--- config.mk ---
export PLATFORM = sky130hd
export DESIGN_NAME = first_fit_segment_allocator_top
export DESIGN_NICKNAME = d
export VERILOG_FILES = /design/src/sv/ffsa_pkg.sv /design/src/sv/first_fit_segment_allocator_top.sv /design/src/sv/ffsa_ram.sv /design/src/sv/ffsa_alu.sv /design/src/sv/ffsa_ctrl.sv
export SDC_FILE = /design/constraint.sdc
export NUM_CORES = 2
export LEC_CHECK = 0
export BUFFER_PORTS_ARGS = -buffer_cell sky130_fd_sc_hd__buf_2
export CORE_UTILIZATION = 25
export DETAILED_ROUTE_END_ITERATION = 8
export MAX_ROUTING_LAYER = met4
export PLACE_DENSITY_LB_ADDON = 0.15
export RECOVER_POWER = 100
export SLEW_MARGIN = 40
export SYNTH_ARGS = -nofsm -noshare
export SYNTH_HDL_FRONTEND = slang
export SYNTH_HIERARCHICAL = 1
export SYNTH_SLANG_ARGS = --single-unit
--- constraint.sdc ---
create_clock -name clk -period 14.3 [get_ports clk]
set_input_delay 0.715 -clock clk [delete_from_list [all_inputs] [get_ports clk]]
set_output_delay 0.715 -clock clk [all_outputs]
set_load 0.05 [all_outputs]
--- src/sv/ffsa_pkg.sv ---
package ffsa_pkg;

  // Default structure sizes.
  localparam int MAX_SEGMENTS_DEF = 32;
  localparam int ADDR_BITS_DEF    = 16;

  // Fixed field widths of the request, result and register.
  localparam int OWNER_W  = 8;
  localparam int SIZE_W   = 17;
  localparam int BSTART_W = 16;
  localparam int BADDR_W  = 16;
  localparam int HEAP_W   = 17;

  localparam logic [HEAP_W-1:0] HEAP_RST = 17'd65536;

  // Request kinds.
  localparam logic REQ_ALLOC = 1'b0;
  localparam logic REQ_FREE  = 1'b1;

  typedef enum logic [1:0] {
    ST_OK       = 2'd0,
    ST_NOFIT    = 2'd1,
    ST_NOTFOUND = 2'd2
  } status_t;

  typedef enum logic {
    ALU_ADD,
    ALU_SUB
  } alu_op_t;

  typedef enum logic [3:0] {
    S_INIT,
    S_IDLE,
    S_RD,
    S_CHK,
    S_SH_RD,
    S_SH_WR,
    S_SPLIT_LO,
    S_SPLIT_HI,
    S_FNX_RD,
    S_FNX_CHK,
    S_RM_CHK,
    S_RM_RD,
    S_RM_WR,
    S_FPV,
    S_FPV_CHK,
    S_DONE
  } state_t;

  typedef struct packed {
    logic                req_type;
    logic [OWNER_W-1:0]  owner_id;
    logic [SIZE_W-1:0]   req_size;
    logic [BSTART_W-1:0] block_start;
  } req_t;

  typedef struct packed {
    status_t            status;
    logic [BADDR_W-1:0] block_addr;
  } res_t;

  // Handshake between the sequencer and the top level.
  typedef struct packed {
    logic ready;
    logic done;
  } ctl_stat_t;

endpackage

--- src/sv/first_fit_segment_allocator_top.sv ---
// Each scanned table entry is read and then checked; on a split each entry moved up is read and
// then written; on a merge each entry moved down is checked, read and then written. Setup and
// write-back states come before and after these steps.
// One transaction at a time; the registered-read table memory and the shared adder set the
// per-entry cost. A finished result waits in an output register.
// Reset, and a heap_size write seen while idle, write the table as a single free segment.
module first_fit_segment_allocator_top #(
  parameter int MAX_SEGMENTS = ffsa_pkg::MAX_SEGMENTS_DEF,
  parameter int ADDR_BITS    = ffsa_pkg::ADDR_BITS_DEF
) (
  input  logic        clk,
  input  logic        rst,
  input  logic        cfg_we,
  input  logic [16:0] cfg_data,       // heap_size
  input  logic        s_axis_tvalid,
  output logic        s_axis_tready,
  input  logic [47:0] s_axis_tdata,   // owner_id[7:0], req_size[24:8], block_start[40:25]
  input  logic [0:0]  s_axis_tuser,   // req_type[0]
  output logic        m_axis_tvalid,
  input  logic        m_axis_tready,
  output logic [15:0] m_axis_tdata,   // block_addr[15:0]
  output logic [1:0]  m_axis_tuser    // status[1:0]
);

  import ffsa_pkg::*;

  localparam int LEN_W = ADDR_BITS + 1;
  localparam int CW    = (LEN_W > HEAP_W) ? LEN_W : HEAP_W;
  localparam logic [CW-1:0] HEAP_LIM = CW'(1) << ADDR_BITS;
  localparam logic [CW-1:0] RST_W    = CW'(HEAP_RST);
  localparam logic [LEN_W-1:0] HEAP_RST_SAT =
    LEN_W'((RST_W > HEAP_LIM) ? HEAP_LIM : RST_W);

  logic [LEN_W-1:0] heap;
  logic [CW-1:0]    cfg_wide;
  req_t             req;
  res_t             res;
  ctl_stat_t        stat;
  logic             load;

  assign cfg_wide = CW'(cfg_data);

  // Heap size register, saturated to the address space.
  always_ff @(posedge clk) begin
    if (rst) begin
      heap <= HEAP_RST_SAT;
    end else if (cfg_we) begin
      heap <= LEN_W'((cfg_wide > HEAP_LIM) ? HEAP_LIM : cfg_wide);
    end
  end

  assign req.req_type    = s_axis_tuser[0];
  assign req.owner_id    = s_axis_tdata[7:0];
  assign req.req_size    = s_axis_tdata[24:8];
  assign req.block_start = s_axis_tdata[40:25];

  assign s_axis_tready = stat.ready;
  assign load          = stat.done && (!m_axis_tvalid || m_axis_tready);

  ffsa_ctrl #(.MAX_SEGMENTS(MAX_SEGMENTS), .ADDR_BITS(ADDR_BITS)) u_ctrl (
    .clk      (clk),
    .rst      (rst),
    .init_req (cfg_we),
    .heap     (heap),
    .start    (s_axis_tvalid && s_axis_tready),
    .req_in   (req),
    .done_ack (load),
    .stat     (stat),
    .res      (res)
  );

  // Output register for the result transaction.
  always_ff @(posedge clk) begin
    if (rst) begin
      m_axis_tvalid <= 1'b0;
    end else if (load) begin
      m_axis_tvalid <= 1'b1;
    end else if (m_axis_tready) begin
      m_axis_tvalid <= 1'b0;
    end
    if (load) begin
      m_axis_tdata <= res.block_addr;
      m_axis_tuser <= res.status;
    end
  end

endmodule

--- src/sv/ffsa_ram.sv ---
module ffsa_ram #(
  parameter int WIDTH = 8,
  parameter int DEPTH = 32
) (
  input  logic                     clk,
  input  logic                     we,
  input  logic [$clog2(DEPTH)-1:0] waddr,
  input  logic [WIDTH-1:0]         wdata,
  input  logic [$clog2(DEPTH)-1:0] raddr,
  output logic [WIDTH-1:0]         rdata
);

  logic [WIDTH-1:0] mem [DEPTH];

  // One write port and one registered read port.
  always_ff @(posedge clk) begin
    if (we) begin
      mem[waddr] <= wdata;
    end
    rdata <= mem[raddr];
  end

endmodule

--- src/sv/ffsa_alu.sv ---
module ffsa_alu #(
  parameter int W = 17
) (
  input  ffsa_pkg::alu_op_t op,
  input  logic [W-1:0]      a,
  input  logic [W-1:0]      b,
  output logic [W-1:0]      res,
  output logic              gt
);

  import ffsa_pkg::*;

  // Shared adder and magnitude compare.
  always_comb begin
    unique case (op)
      ALU_ADD: res = a + b;
      ALU_SUB: res = a - b;
      default: res = a + b;
    endcase
    gt = a > b;
  end

endmodule

--- src/sv/ffsa_ctrl.sv ---
module ffsa_ctrl #(
  parameter int MAX_SEGMENTS = ffsa_pkg::MAX_SEGMENTS_DEF,
  parameter int ADDR_BITS    = ffsa_pkg::ADDR_BITS_DEF
) (
  input  logic                  clk,
  input  logic                  rst,
  input  logic                  init_req,
  input  logic [ADDR_BITS:0]    heap,
  input  logic                  start,
  input  ffsa_pkg::req_t        req_in,
  input  logic                  done_ack,
  output ffsa_pkg::ctl_stat_t   stat,
  output ffsa_pkg::res_t        res
);

  import ffsa_pkg::*;

  localparam int LEN_W = ADDR_BITS + 1;
  localparam int IDX_W = $clog2(MAX_SEGMENTS);
  localparam int CNT_W = $clog2(MAX_SEGMENTS + 1);
  localparam int ALU_W = (LEN_W > SIZE_W) ? LEN_W : SIZE_W;

  typedef struct packed {
    logic [ADDR_BITS-1:0] start;
    logic [LEN_W-1:0]     len;
    logic [OWNER_W-1:0]   owner;
    logic                 free;
  } ent_t;

  localparam int ENT_W = $bits(ent_t);

  state_t               state, state_next;
  logic [IDX_W-1:0]     idx, idx_next;
  logic [IDX_W-1:0]     jdx, jdx_next;
  logic [CNT_W-1:0]     count, count_next;
  ent_t                 cur, cur_next;
  req_t                 req, req_next;
  res_t                 res_next;
  logic [ADDR_BITS-1:0] tmp_start, tmp_start_next;
  logic                 rm_second, rm_second_next;

  logic                 we;
  logic [IDX_W-1:0]     waddr;
  ent_t                 wdata;
  logic [IDX_W-1:0]     raddr;
  logic [ENT_W-1:0]     rdata_raw;
  ent_t                 rd;

  alu_op_t              op;
  logic [ALU_W-1:0]     opa, opb, alu_res;
  logic                 alu_gt;

  logic [CNT_W-1:0]     idx_p1;
  logic [CNT_W-1:0]     jdx_p1;

  ffsa_ram #(.WIDTH(ENT_W), .DEPTH(MAX_SEGMENTS)) u_ram (
    .clk   (clk),
    .we    (we),
    .waddr (waddr),
    .wdata (wdata),
    .raddr (raddr),
    .rdata (rdata_raw)
  );

  ffsa_alu #(.W(ALU_W)) u_alu (
    .op  (op),
    .a   (opa),
    .b   (opb),
    .res (alu_res),
    .gt  (alu_gt)
  );

  assign rd     = ent_t'(rdata_raw);
  assign idx_p1 = CNT_W'(idx) + CNT_W'(1);
  assign jdx_p1 = CNT_W'(jdx) + CNT_W'(1);

  assign stat.ready = (state == S_IDLE);
  assign stat.done  = (state == S_DONE);

  // Read address for the entry that the next state inspects.
  always_comb begin
    unique case (state)
      S_SH_RD:  raddr = IDX_W'(jdx - IDX_W'(1));
      S_FNX_RD: raddr = IDX_W'(idx + IDX_W'(1));
      S_RM_RD:  raddr = IDX_W'(jdx + IDX_W'(1));
      S_FPV:    raddr = IDX_W'(idx - IDX_W'(1));
      default:  raddr = idx;
    endcase
  end

  // State and datapath registers.
  always_ff @(posedge clk) begin
    if (rst) begin
      state <= S_INIT;
      count <= CNT_W'(1);
    end else begin
      state <= state_next;
      count <= count_next;
    end
    idx       <= idx_next;
    jdx       <= jdx_next;
    cur       <= cur_next;
    req       <= req_next;
    res       <= res_next;
    tmp_start <= tmp_start_next;
    rm_second <= rm_second_next;
  end

  // Sequencer: table scan, shifts, split and merges.
  always_comb begin
    state_next     = state;
    idx_next       = idx;
    jdx_next       = jdx;
    count_next     = count;
    cur_next       = cur;
    req_next       = req;
    res_next       = res;
    tmp_start_next = tmp_start;
    rm_second_next = rm_second;
    we             = 1'b0;
    waddr          = idx;
    wdata          = cur;
    op             = ALU_ADD;
    opa            = '0;
    opb            = '0;

    unique case (state)
      S_INIT: begin
        we          = 1'b1;
        waddr       = '0;
        wdata.start = '0;
        wdata.len   = heap;
        wdata.owner = '0;
        wdata.free  = 1'b1;
        count_next  = CNT_W'(1);
        state_next  = S_IDLE;
      end

      S_IDLE: begin
        if (init_req) begin
          state_next = S_INIT;
        end else if (start) begin
          req_next            = req_in;
          idx_next            = '0;
          res_next.block_addr = '0;
          if (req_in.req_type == REQ_ALLOC && req_in.req_size == '0) begin
            res_next.status = ST_NOFIT;
            state_next      = S_DONE;
          end else begin
            state_next = S_RD;
          end
        end
      end

      S_RD: begin
        state_next = S_CHK;
      end

      // Test one entry of the scan.
      S_CHK: begin
        opa = ALU_W'(rd.len);
        opb = ALU_W'(req.req_size);
        if (req.req_type == REQ_ALLOC) begin
          if (rd.free && alu_gt) begin
            cur_next = rd;
            if (count == CNT_W'(MAX_SEGMENTS)) begin
              res_next.status = ST_NOTFOUND;
              state_next      = S_DONE;
            end else if (count > idx_p1) begin
              jdx_next   = IDX_W'(count);
              state_next = S_SH_RD;
            end else begin
              state_next = S_SPLIT_LO;
            end
          end else if (idx_p1 == count) begin
            res_next.status = ST_NOFIT;
            state_next      = S_DONE;
          end else begin
            idx_next   = IDX_W'(idx_p1);
            state_next = S_RD;
          end
        end else begin
          if (!rd.free && BSTART_W'(rd.start) == req.block_start
              && rd.owner == req.owner_id) begin
            cur_next       = rd;
            cur_next.free  = 1'b1;
            cur_next.owner = '0;
            rm_second_next = 1'b0;
            state_next     = (idx_p1 < count) ? S_FNX_RD : S_FPV;
          end else if (idx_p1 == count) begin
            res_next.status = ST_NOTFOUND;
            state_next      = S_DONE;
          end else begin
            idx_next   = IDX_W'(idx_p1);
            state_next = S_RD;
          end
        end
      end

      // Open a slot by moving entries up one place.
      S_SH_RD: begin
        state_next = S_SH_WR;
      end

      S_SH_WR: begin
        we       = 1'b1;
        waddr    = jdx;
        wdata    = rd;
        jdx_next = IDX_W'(jdx - IDX_W'(1));
        if (CNT_W'(jdx) > idx_p1 + CNT_W'(1)) begin
          state_next = S_SH_RD;
        end else begin
          state_next = S_SPLIT_LO;
        end
      end

      // Allocated part at the low end.
      S_SPLIT_LO: begin
        opa            = ALU_W'(cur.start);
        opb            = ALU_W'(req.req_size);
        tmp_start_next = ADDR_BITS'(alu_res);
        we             = 1'b1;
        waddr          = idx;
        wdata.start    = cur.start;
        wdata.len      = LEN_W'(req.req_size);
        wdata.owner    = req.owner_id;
        wdata.free     = 1'b0;
        state_next     = S_SPLIT_HI;
      end

      // Remaining free part after it.
      S_SPLIT_HI: begin
        op                  = ALU_SUB;
        opa                 = ALU_W'(cur.len);
        opb                 = ALU_W'(req.req_size);
        we                  = 1'b1;
        waddr               = IDX_W'(idx + IDX_W'(1));
        wdata.start         = tmp_start;
        wdata.len           = LEN_W'(alu_res);
        wdata.owner         = cur.owner;
        wdata.free          = 1'b1;
        count_next          = CNT_W'(count + CNT_W'(1));
        res_next.status     = ST_OK;
        res_next.block_addr = BADDR_W'(cur.start);
        state_next          = S_DONE;
      end

      S_FNX_RD: begin
        state_next = S_FNX_CHK;
      end

      // Merge with the following free segment.
      S_FNX_CHK: begin
        opa = ALU_W'(cur.len);
        opb = ALU_W'(rd.len);
        if (rd.free) begin
          cur_next.len = LEN_W'(alu_res);
          jdx_next     = IDX_W'(idx + IDX_W'(1));
          state_next   = S_RM_CHK;
        end else begin
          state_next = S_FPV;
        end
      end

      // Remove entry jdx by moving later entries down.
      S_RM_CHK: begin
        if (jdx_p1 < count) begin
          state_next = S_RM_RD;
        end else begin
          count_next = CNT_W'(count - CNT_W'(1));
          if (rm_second) begin
            res_next.status = ST_OK;
            state_next      = S_DONE;
          end else begin
            state_next = S_FPV;
          end
        end
      end

      S_RM_RD: begin
        state_next = S_RM_WR;
      end

      S_RM_WR: begin
        we         = 1'b1;
        waddr      = jdx;
        wdata      = rd;
        jdx_next   = IDX_W'(jdx_p1);
        state_next = S_RM_CHK;
      end

      // Look at the preceding segment, if there is one.
      S_FPV: begin
        if (idx == '0) begin
          we              = 1'b1;
          waddr           = idx;
          wdata           = cur;
          res_next.status = ST_OK;
          state_next      = S_DONE;
        end else begin
          state_next = S_FPV_CHK;
        end
      end

      S_FPV_CHK: begin
        opa = ALU_W'(rd.len);
        opb = ALU_W'(cur.len);
        we  = 1'b1;
        if (rd.free) begin
          waddr          = IDX_W'(idx - IDX_W'(1));
          wdata          = rd;
          wdata.len      = LEN_W'(alu_res);
          jdx_next       = idx;
          rm_second_next = 1'b1;
          state_next     = S_RM_CHK;
        end else begin
          waddr           = idx;
          wdata           = cur;
          res_next.status = ST_OK;
          state_next      = S_DONE;
        end
      end

      S_DONE: begin
        if (done_ack) begin
          state_next = S_IDLE;
        end
      end

      default: begin
        state_next = S_IDLE;
      end
    endcase
  end

endmodule

* After elaboration in Yosys (flattened, before gate mapping)
Memories as Yosys holds them, arrays and structs flattened. A register that Yosys moved wholly into a read port is not among the register bits.
Cells that the tools add are included.
** Operators by class
- Add/sub/neg operators :: 11
- Order comparisons :: 6
- Bitwise gates (word level) :: 3
- Reduce and logical (&&, ||, !) cells :: 36
- Mux-type cells :: 74
- Eq/ne operators :: 44
** Operators by type and width (number)
- case mux 42 bit (5 select lines) :: 1
- 2-to-1 mux 42 bit :: 4
- case mux 17 bit (3 select lines) :: 2
- case mux 17 bit (2 select lines) :: 2
- 2-to-1 mux 5 bit :: 13
- case mux 4 bit (16 select lines) :: 1
- 2-to-1 mux 4 bit :: 10
- case mux 5 bit (4 select lines) :: 2
- 2-to-1 mux 18 bit :: 2
- 2-to-1 mux 17 bit :: 2
- equality test 4 bit, second input constant :: 8
- case mux 16 bit (2 select lines) :: 1
- 2-to-1 mux 2 bit :: 14
- case mux 5 bit (5 select lines) :: 1
- != test 2 x 1 -> 1 bit, second input constant :: 9
- case mux 6 bit (3 select lines) :: 1
- adder 17 bit :: 1
- > comparator 17 bit :: 1
- > comparator 17 bit, second input constant :: 1
- logical NOT 17 bit :: 1
- subtractor 17 bit :: 1
- equality test 16 bit :: 1
- equality test 4 x 3 -> 1 bit, second input constant :: 4
- != test 2 bit, second input constant :: 8
- 42 further kinds :: 83
** Storage, ports and cells
- Memories kept :: 1
- Output and inout bits :: 20
- Memory bits (writable) :: 1344
- Register bits after elaboration :: 175
** Memories
- u_ctrl.u_ram.mem :: words 32, width 42, rd ports 1, clocked after Yosys merged registers in 1, wr ports 1, line ffsa_ram.sv:13 : logic [WIDTH-1:0] mem [DEPTH];

* Depth between registers and ports, before layout
- Word-level depth :: 8
- Depth in mapped cells :: 19

* Hierarchy
The synthesis kept the hierarchy.
** Modules (own cells, without submodules)
- ffsa_ram :: instances 1, area each 53188.5 µm², seq. area each 41199.5 µm², cells an instance 2953
- ffsa_ctrl :: instances 1, area each 8720.9 µm², seq. area each 4073.9 µm², cells an instance 892
- ffsa_alu :: instances 1, area each 1833.0 µm², seq. area each 0.0 µm², cells an instance 274
- first_fit_segment_allocator_top :: instances 1, area each 1172.4 µm², seq. area each 900.9 µm², cells an instance 66

* Least setup slack after synthesis
OpenSTA, ideal clock, no wires.
- Path kind :: register -> register
- Start point :: register u_ctrl.state[1]
- End point :: register u_ctrl.idx[0] (enable)
- Arrival :: 5.361 ns
- Clock period less this slack :: 5.762 ns
- Stages on the path, launching flop included :: 17
- Buffers on the path :: 3
- Setup slack :: 8.538 ns
- Cell sequence :: dfxtp_1 -> buf_4 -> nand2_1 -> nor3_2 -> clkbuf_1 -> a222oi_1 -> inv_1 -> ha_1 -> buf_2 -> a211oi_1 -> o21ai_0 -> a21o_1 -> a2111oi_0 -> a21oi_1 -> a21oi_1 -> nor3_1 -> nor4_1
** On the way
- Longest elaborated chain between the ends :: 7
** Ends and longest elaborated chain
- start: declaration :: line ffsa_ctrl.sv:32 : state_t state, state_next;
- start signal: assignment :: line ffsa_ctrl.sv:97 : state <= state_next;
- equality test 4 x 2 -> 1 bit, or another cell as far along :: line ffsa_ctrl.sv:127 : unique case (state)
- OR reduction 2 bit (no line)
- case mux 17 bit (3 select lines) * :: line ffsa_ctrl.sv:127
- named net u_ctrl.opa[10] :: line ffsa_ctrl.sv:50 : logic [ALU_W-1:0] opa, opb, alu_res;
- > comparator 17 bit * :: line ffsa_alu.sv:20 : gt = a > b;
- named net u_ctrl.alu_gt :: line ffsa_ctrl.sv:51 : logic alu_gt;
- logical AND 1 bit * :: line ffsa_ctrl.sv:164 : if (rd.free && alu_gt) begin
- != test 3 x 2 -> 1 bit (no line) *
- AND reduction 5 bit (no line) *
- end signal: assignment :: line ffsa_ctrl.sv:100 : idx <= idx_next;
- end: declaration :: line ffsa_ctrl.sv:33 : logic [IDX_W-1:0] idx, idx_next;
Mark *: on every way through the listed nets, which the timed path passes. The rest lies on a longest branch.
A chain may end at the register's enable or synchronous reset.

* Worst setup path after layout
- Start point :: register u_ctrl.state[0]
- End point :: memory u_ctrl/u_ram/mem[11][26] in the netlist's numbering (enable)
** RTL lines
- equality test 4 bit or equality test 4 x 3 -> 1 bit (tied branches) :: line ffsa_ctrl.sv:127
- OR reduction 2 bit (no line)
- case mux 5 bit (4 select lines) * :: line ffsa_ctrl.sv:127
- named net u_ctrl.waddr[1] :: line ffsa_ctrl.sv:43 : logic [IDX_W-1:0] waddr;
- end: declaration :: line ffsa_ram.sv:13
Marks and branches as above.

==> metrics.yaml <==
reg2reg_depth: 13
hold_viol: 0
max_slew_margin_pct: -208.0
ys_types: 91
area_growth_pct: 15.49
tightest_slew_ps: 4619
dieWidth_um: 511.6
skew_ps: 43.31
place_congestion: 0.8483
whs_path_depth: 1
wl_per_cell_um: 26.31
gr-total-overflow: 0
ys.flop_type: "edfxtp_1"
drtIter0Drc: 3190
violations: "max-capacitance violations, max-slew violations"
cts_max_path_buffers: 3
nets: 4471
critPathMaxFanout: 68
rsz0062_at_grt: "false"
fin_tns_setup_ps: 0
cts-root-buf: "clkbuf_16"
start_kind: "flip-flop"
reg2reg_slack_ps: 4470
power_density_nw_per_um2: 132.2
cts_buffers: 174
yosys.area.top_type: "edfxtp_1"
fin_hold_ws_ps: 73.43
rows: 186
grt_max_degree: 101
yosysSeqAreaShare_pct: 71.13
clkLatencyLatePin_ps: 840
slew_viol_final: 726
peakVddDrop_mv: 0.1144
synth_nets: 4318
io_buffers: 83
yosys-top-cells-area: "edfxtp_1 (69%), mux2i_1 (10%), dfxtp_1 (2.2%)"
antenna_found_initial: 4
core_area_um2: 257400
die-area_um2: 261700
yosysTopAreaCellShare_pct: 68.97
placed_cells: 7525
drt_pre_antenna_iters: 6
netlist_area_um2: 64910
maxCapViolations: 24
cts.sinks: 1561
wl_mm: 207.1
path_class: "reg -> reg"
hpwlAfterDp_mm: 113.6
cts_resized: 0
fin_crit_ps: 9833
synth.top_cells.by_count: "edfxtp_1 (1491), mux2i_1 (676), nand2_1 (271)"
yosys_warnings: 6
required_ps: 14800
io-pin-count: 91
grt_pass1_wl_mm: 291.4
clk_pin_slew_ps: 60
synth.most_common_cell: "edfxtp_1"
antenna_left: 0
p_leak_nw: 25.90
clock.fmax_mhz: 101.7
final_layout_size_suffix_gt1_share_pct: 9.476
netlist_instances: 4185
drc: 0
vias_per_cell: 4.733
min_path_type: "in -> reg"
synth_edf_count: 1491
endpoint_kind: "flip-flop"
status: "complete, but fails checks"
ys_ff_latch: 1561
start_util_pct: 25.22
die_h_um: 511.6
setup_viol: 0
synth.avg_cell_area_um2: 15.51
finalCritPeriodShare_pct: 68.76
cts_tree: "done"
first_global_vias: 37472
finalNonFillerCells: 7870
crit_arrival_ps: 10330
synthArstFlopShare_pct: 0
htreeDepth: 4
grtUsageTotal_pct: 16.00
vias: 37249
[sequential cells by signal, indices dropped and copies added (netlist names)]
signal	count
u_ctrl/u_ram/rdata	42
u_ctrl/tmp_start	16
u_ctrl/req	42
u_ctrl/jdx	5
u_ctrl/res	18
u_ctrl/u_ram/mem	1344
u_ctrl/count	6
m_axis_tvalid	1
heap	17
m_axis_tuser	2
u_ctrl/idx	5
m_axis_tdata	16
u_ctrl/cur	42
u_ctrl/rm_second	1
u_ctrl/state	4
[report_power, final]
part / switching, W / internal, W / leakage [nW] / total (W)
combinational: 0.000252 / 0.0000888 / 8.91 / 0.000341
clock: 0.00189 / 0.00257 / 2.77 / 0.00446
sequential: 0.0000307 / 0.00508 / 14.2 / 0.00511
[per-layer routing]
metal  vias up  wire, um  global-route usage, %
met5         -         0                      -
met1     19453     98010                  21.77
li1      16686         -                      -
met2       871     97580                  25.29
met3       239      7753                  1.967
met4         0      3730                  3.823
[worst paths after layout]
check	from	endpoint
setup reg to reg	u_ctrl/state[0]	u_ctrl/u_ram/mem[11][26]
hold reg to reg	u_ctrl/res[10]	m_axis_tdata[10]
hold / removal	s_axis_tdata[34]	u_ctrl/req[9]
setup / recovery	u_ctrl/state[0]	u_ctrl/u_ram/mem[11][26]
[cells by family after synthesis]
logic type | after synthesis | synth area share [%]
DFF | 1561 | 71.13
and+or+nand+nor | 743 | 5.372
AOI/OAI and AO/OA | 713 | 7.984
muxes | 678 | 10.46
buffers and inverters | 370 | 3.043
adders and majority gates | 62 | 1.230
xor gates and xnor gates | 58 | 0.7825
[timing repair]
item                                   4_1_cts  5_1_grt
endpoints found under the hold margin       19        0
hold buffers                                19        0
buffers inserted                             0        0
[worst max-delay path: stages, from the launching register on]
cell	delay [ps]
dfxtp_1	300
clkbuf_1	1470
nor2b_1	290
clkbuf_1	360
nand3_1	610
inv_1	460
clkbuf_1	2410
nand2_1	110
o21ai_0	190
a221o_1	250
nand3_1	400
nor2_1	1680
buf_4	630
buf_12	260
[cell type report]
class,count,area (um^2)
Fill cell,25701,182400
Tap cell,3384,4234
Clock buffer,251,4911
Clock inverter,72,783.3
Timing Repair Buffer,228,1592
Inverter,119,446.7
Multi-Input combinational cell,2254,16830
Sequential cell,1561,46170
Antenna cell,1,2.502
[cells in the final DEF (no fill, tap or decap), types with 19 or more instances in the layout]
| master | count |
|---|---|
| clkbuf_1 | 141 |
| nand3_1 | 174 |
| buf_4 | 48 |
| a222oi_1 | 76 |
| dfxtp_1 | 70 |
| inv_1 | 119 |
| mux2i_1 | 676 |
| nor2b_1 | 23 |
| clkinv_2 | 24 |
| xor2_1 | 23 |
| ha_1 | 59 |
| dlygate4sd3_1 | 19 |
| edfxtp_1 | 1491 |
| a22oi_1 | 138 |
| nand2_1 | 270 |
| nor2_1 | 104 |
| buf_6 | 20 |
| a31oi_1 | 54 |
| clkbuf_16 | 180 |
| nor3_1 | 65 |
| buf_2 | 43 |
| o21ai_0 | 48 |
| a21oi_1 | 174 |
| clkinv_1 | 19 |
| xnor2_1 | 35 |
| a22o_1 | 86 |
[through the flow]
step | utilization (%) | setup slack, ps | power [W] | instance area (um^2)
2_1_floorplan | - | 8538 | 0.005383 | 64910
3_3_place_gp | 26.91 | 7748 | 0.005547 | 69260
3_5_place_dp | 27.07 | 8049 | 0.005553 | 69670
4_1_cts | 29.35 | 8040 | 0.01005 | 75550
5_1_grt | 29.13 | 3925 | 0.01023 | 74970
6_report | 29.13 | 4467 | 0.009910 | 74970
(Power assumes the default switching activity.)
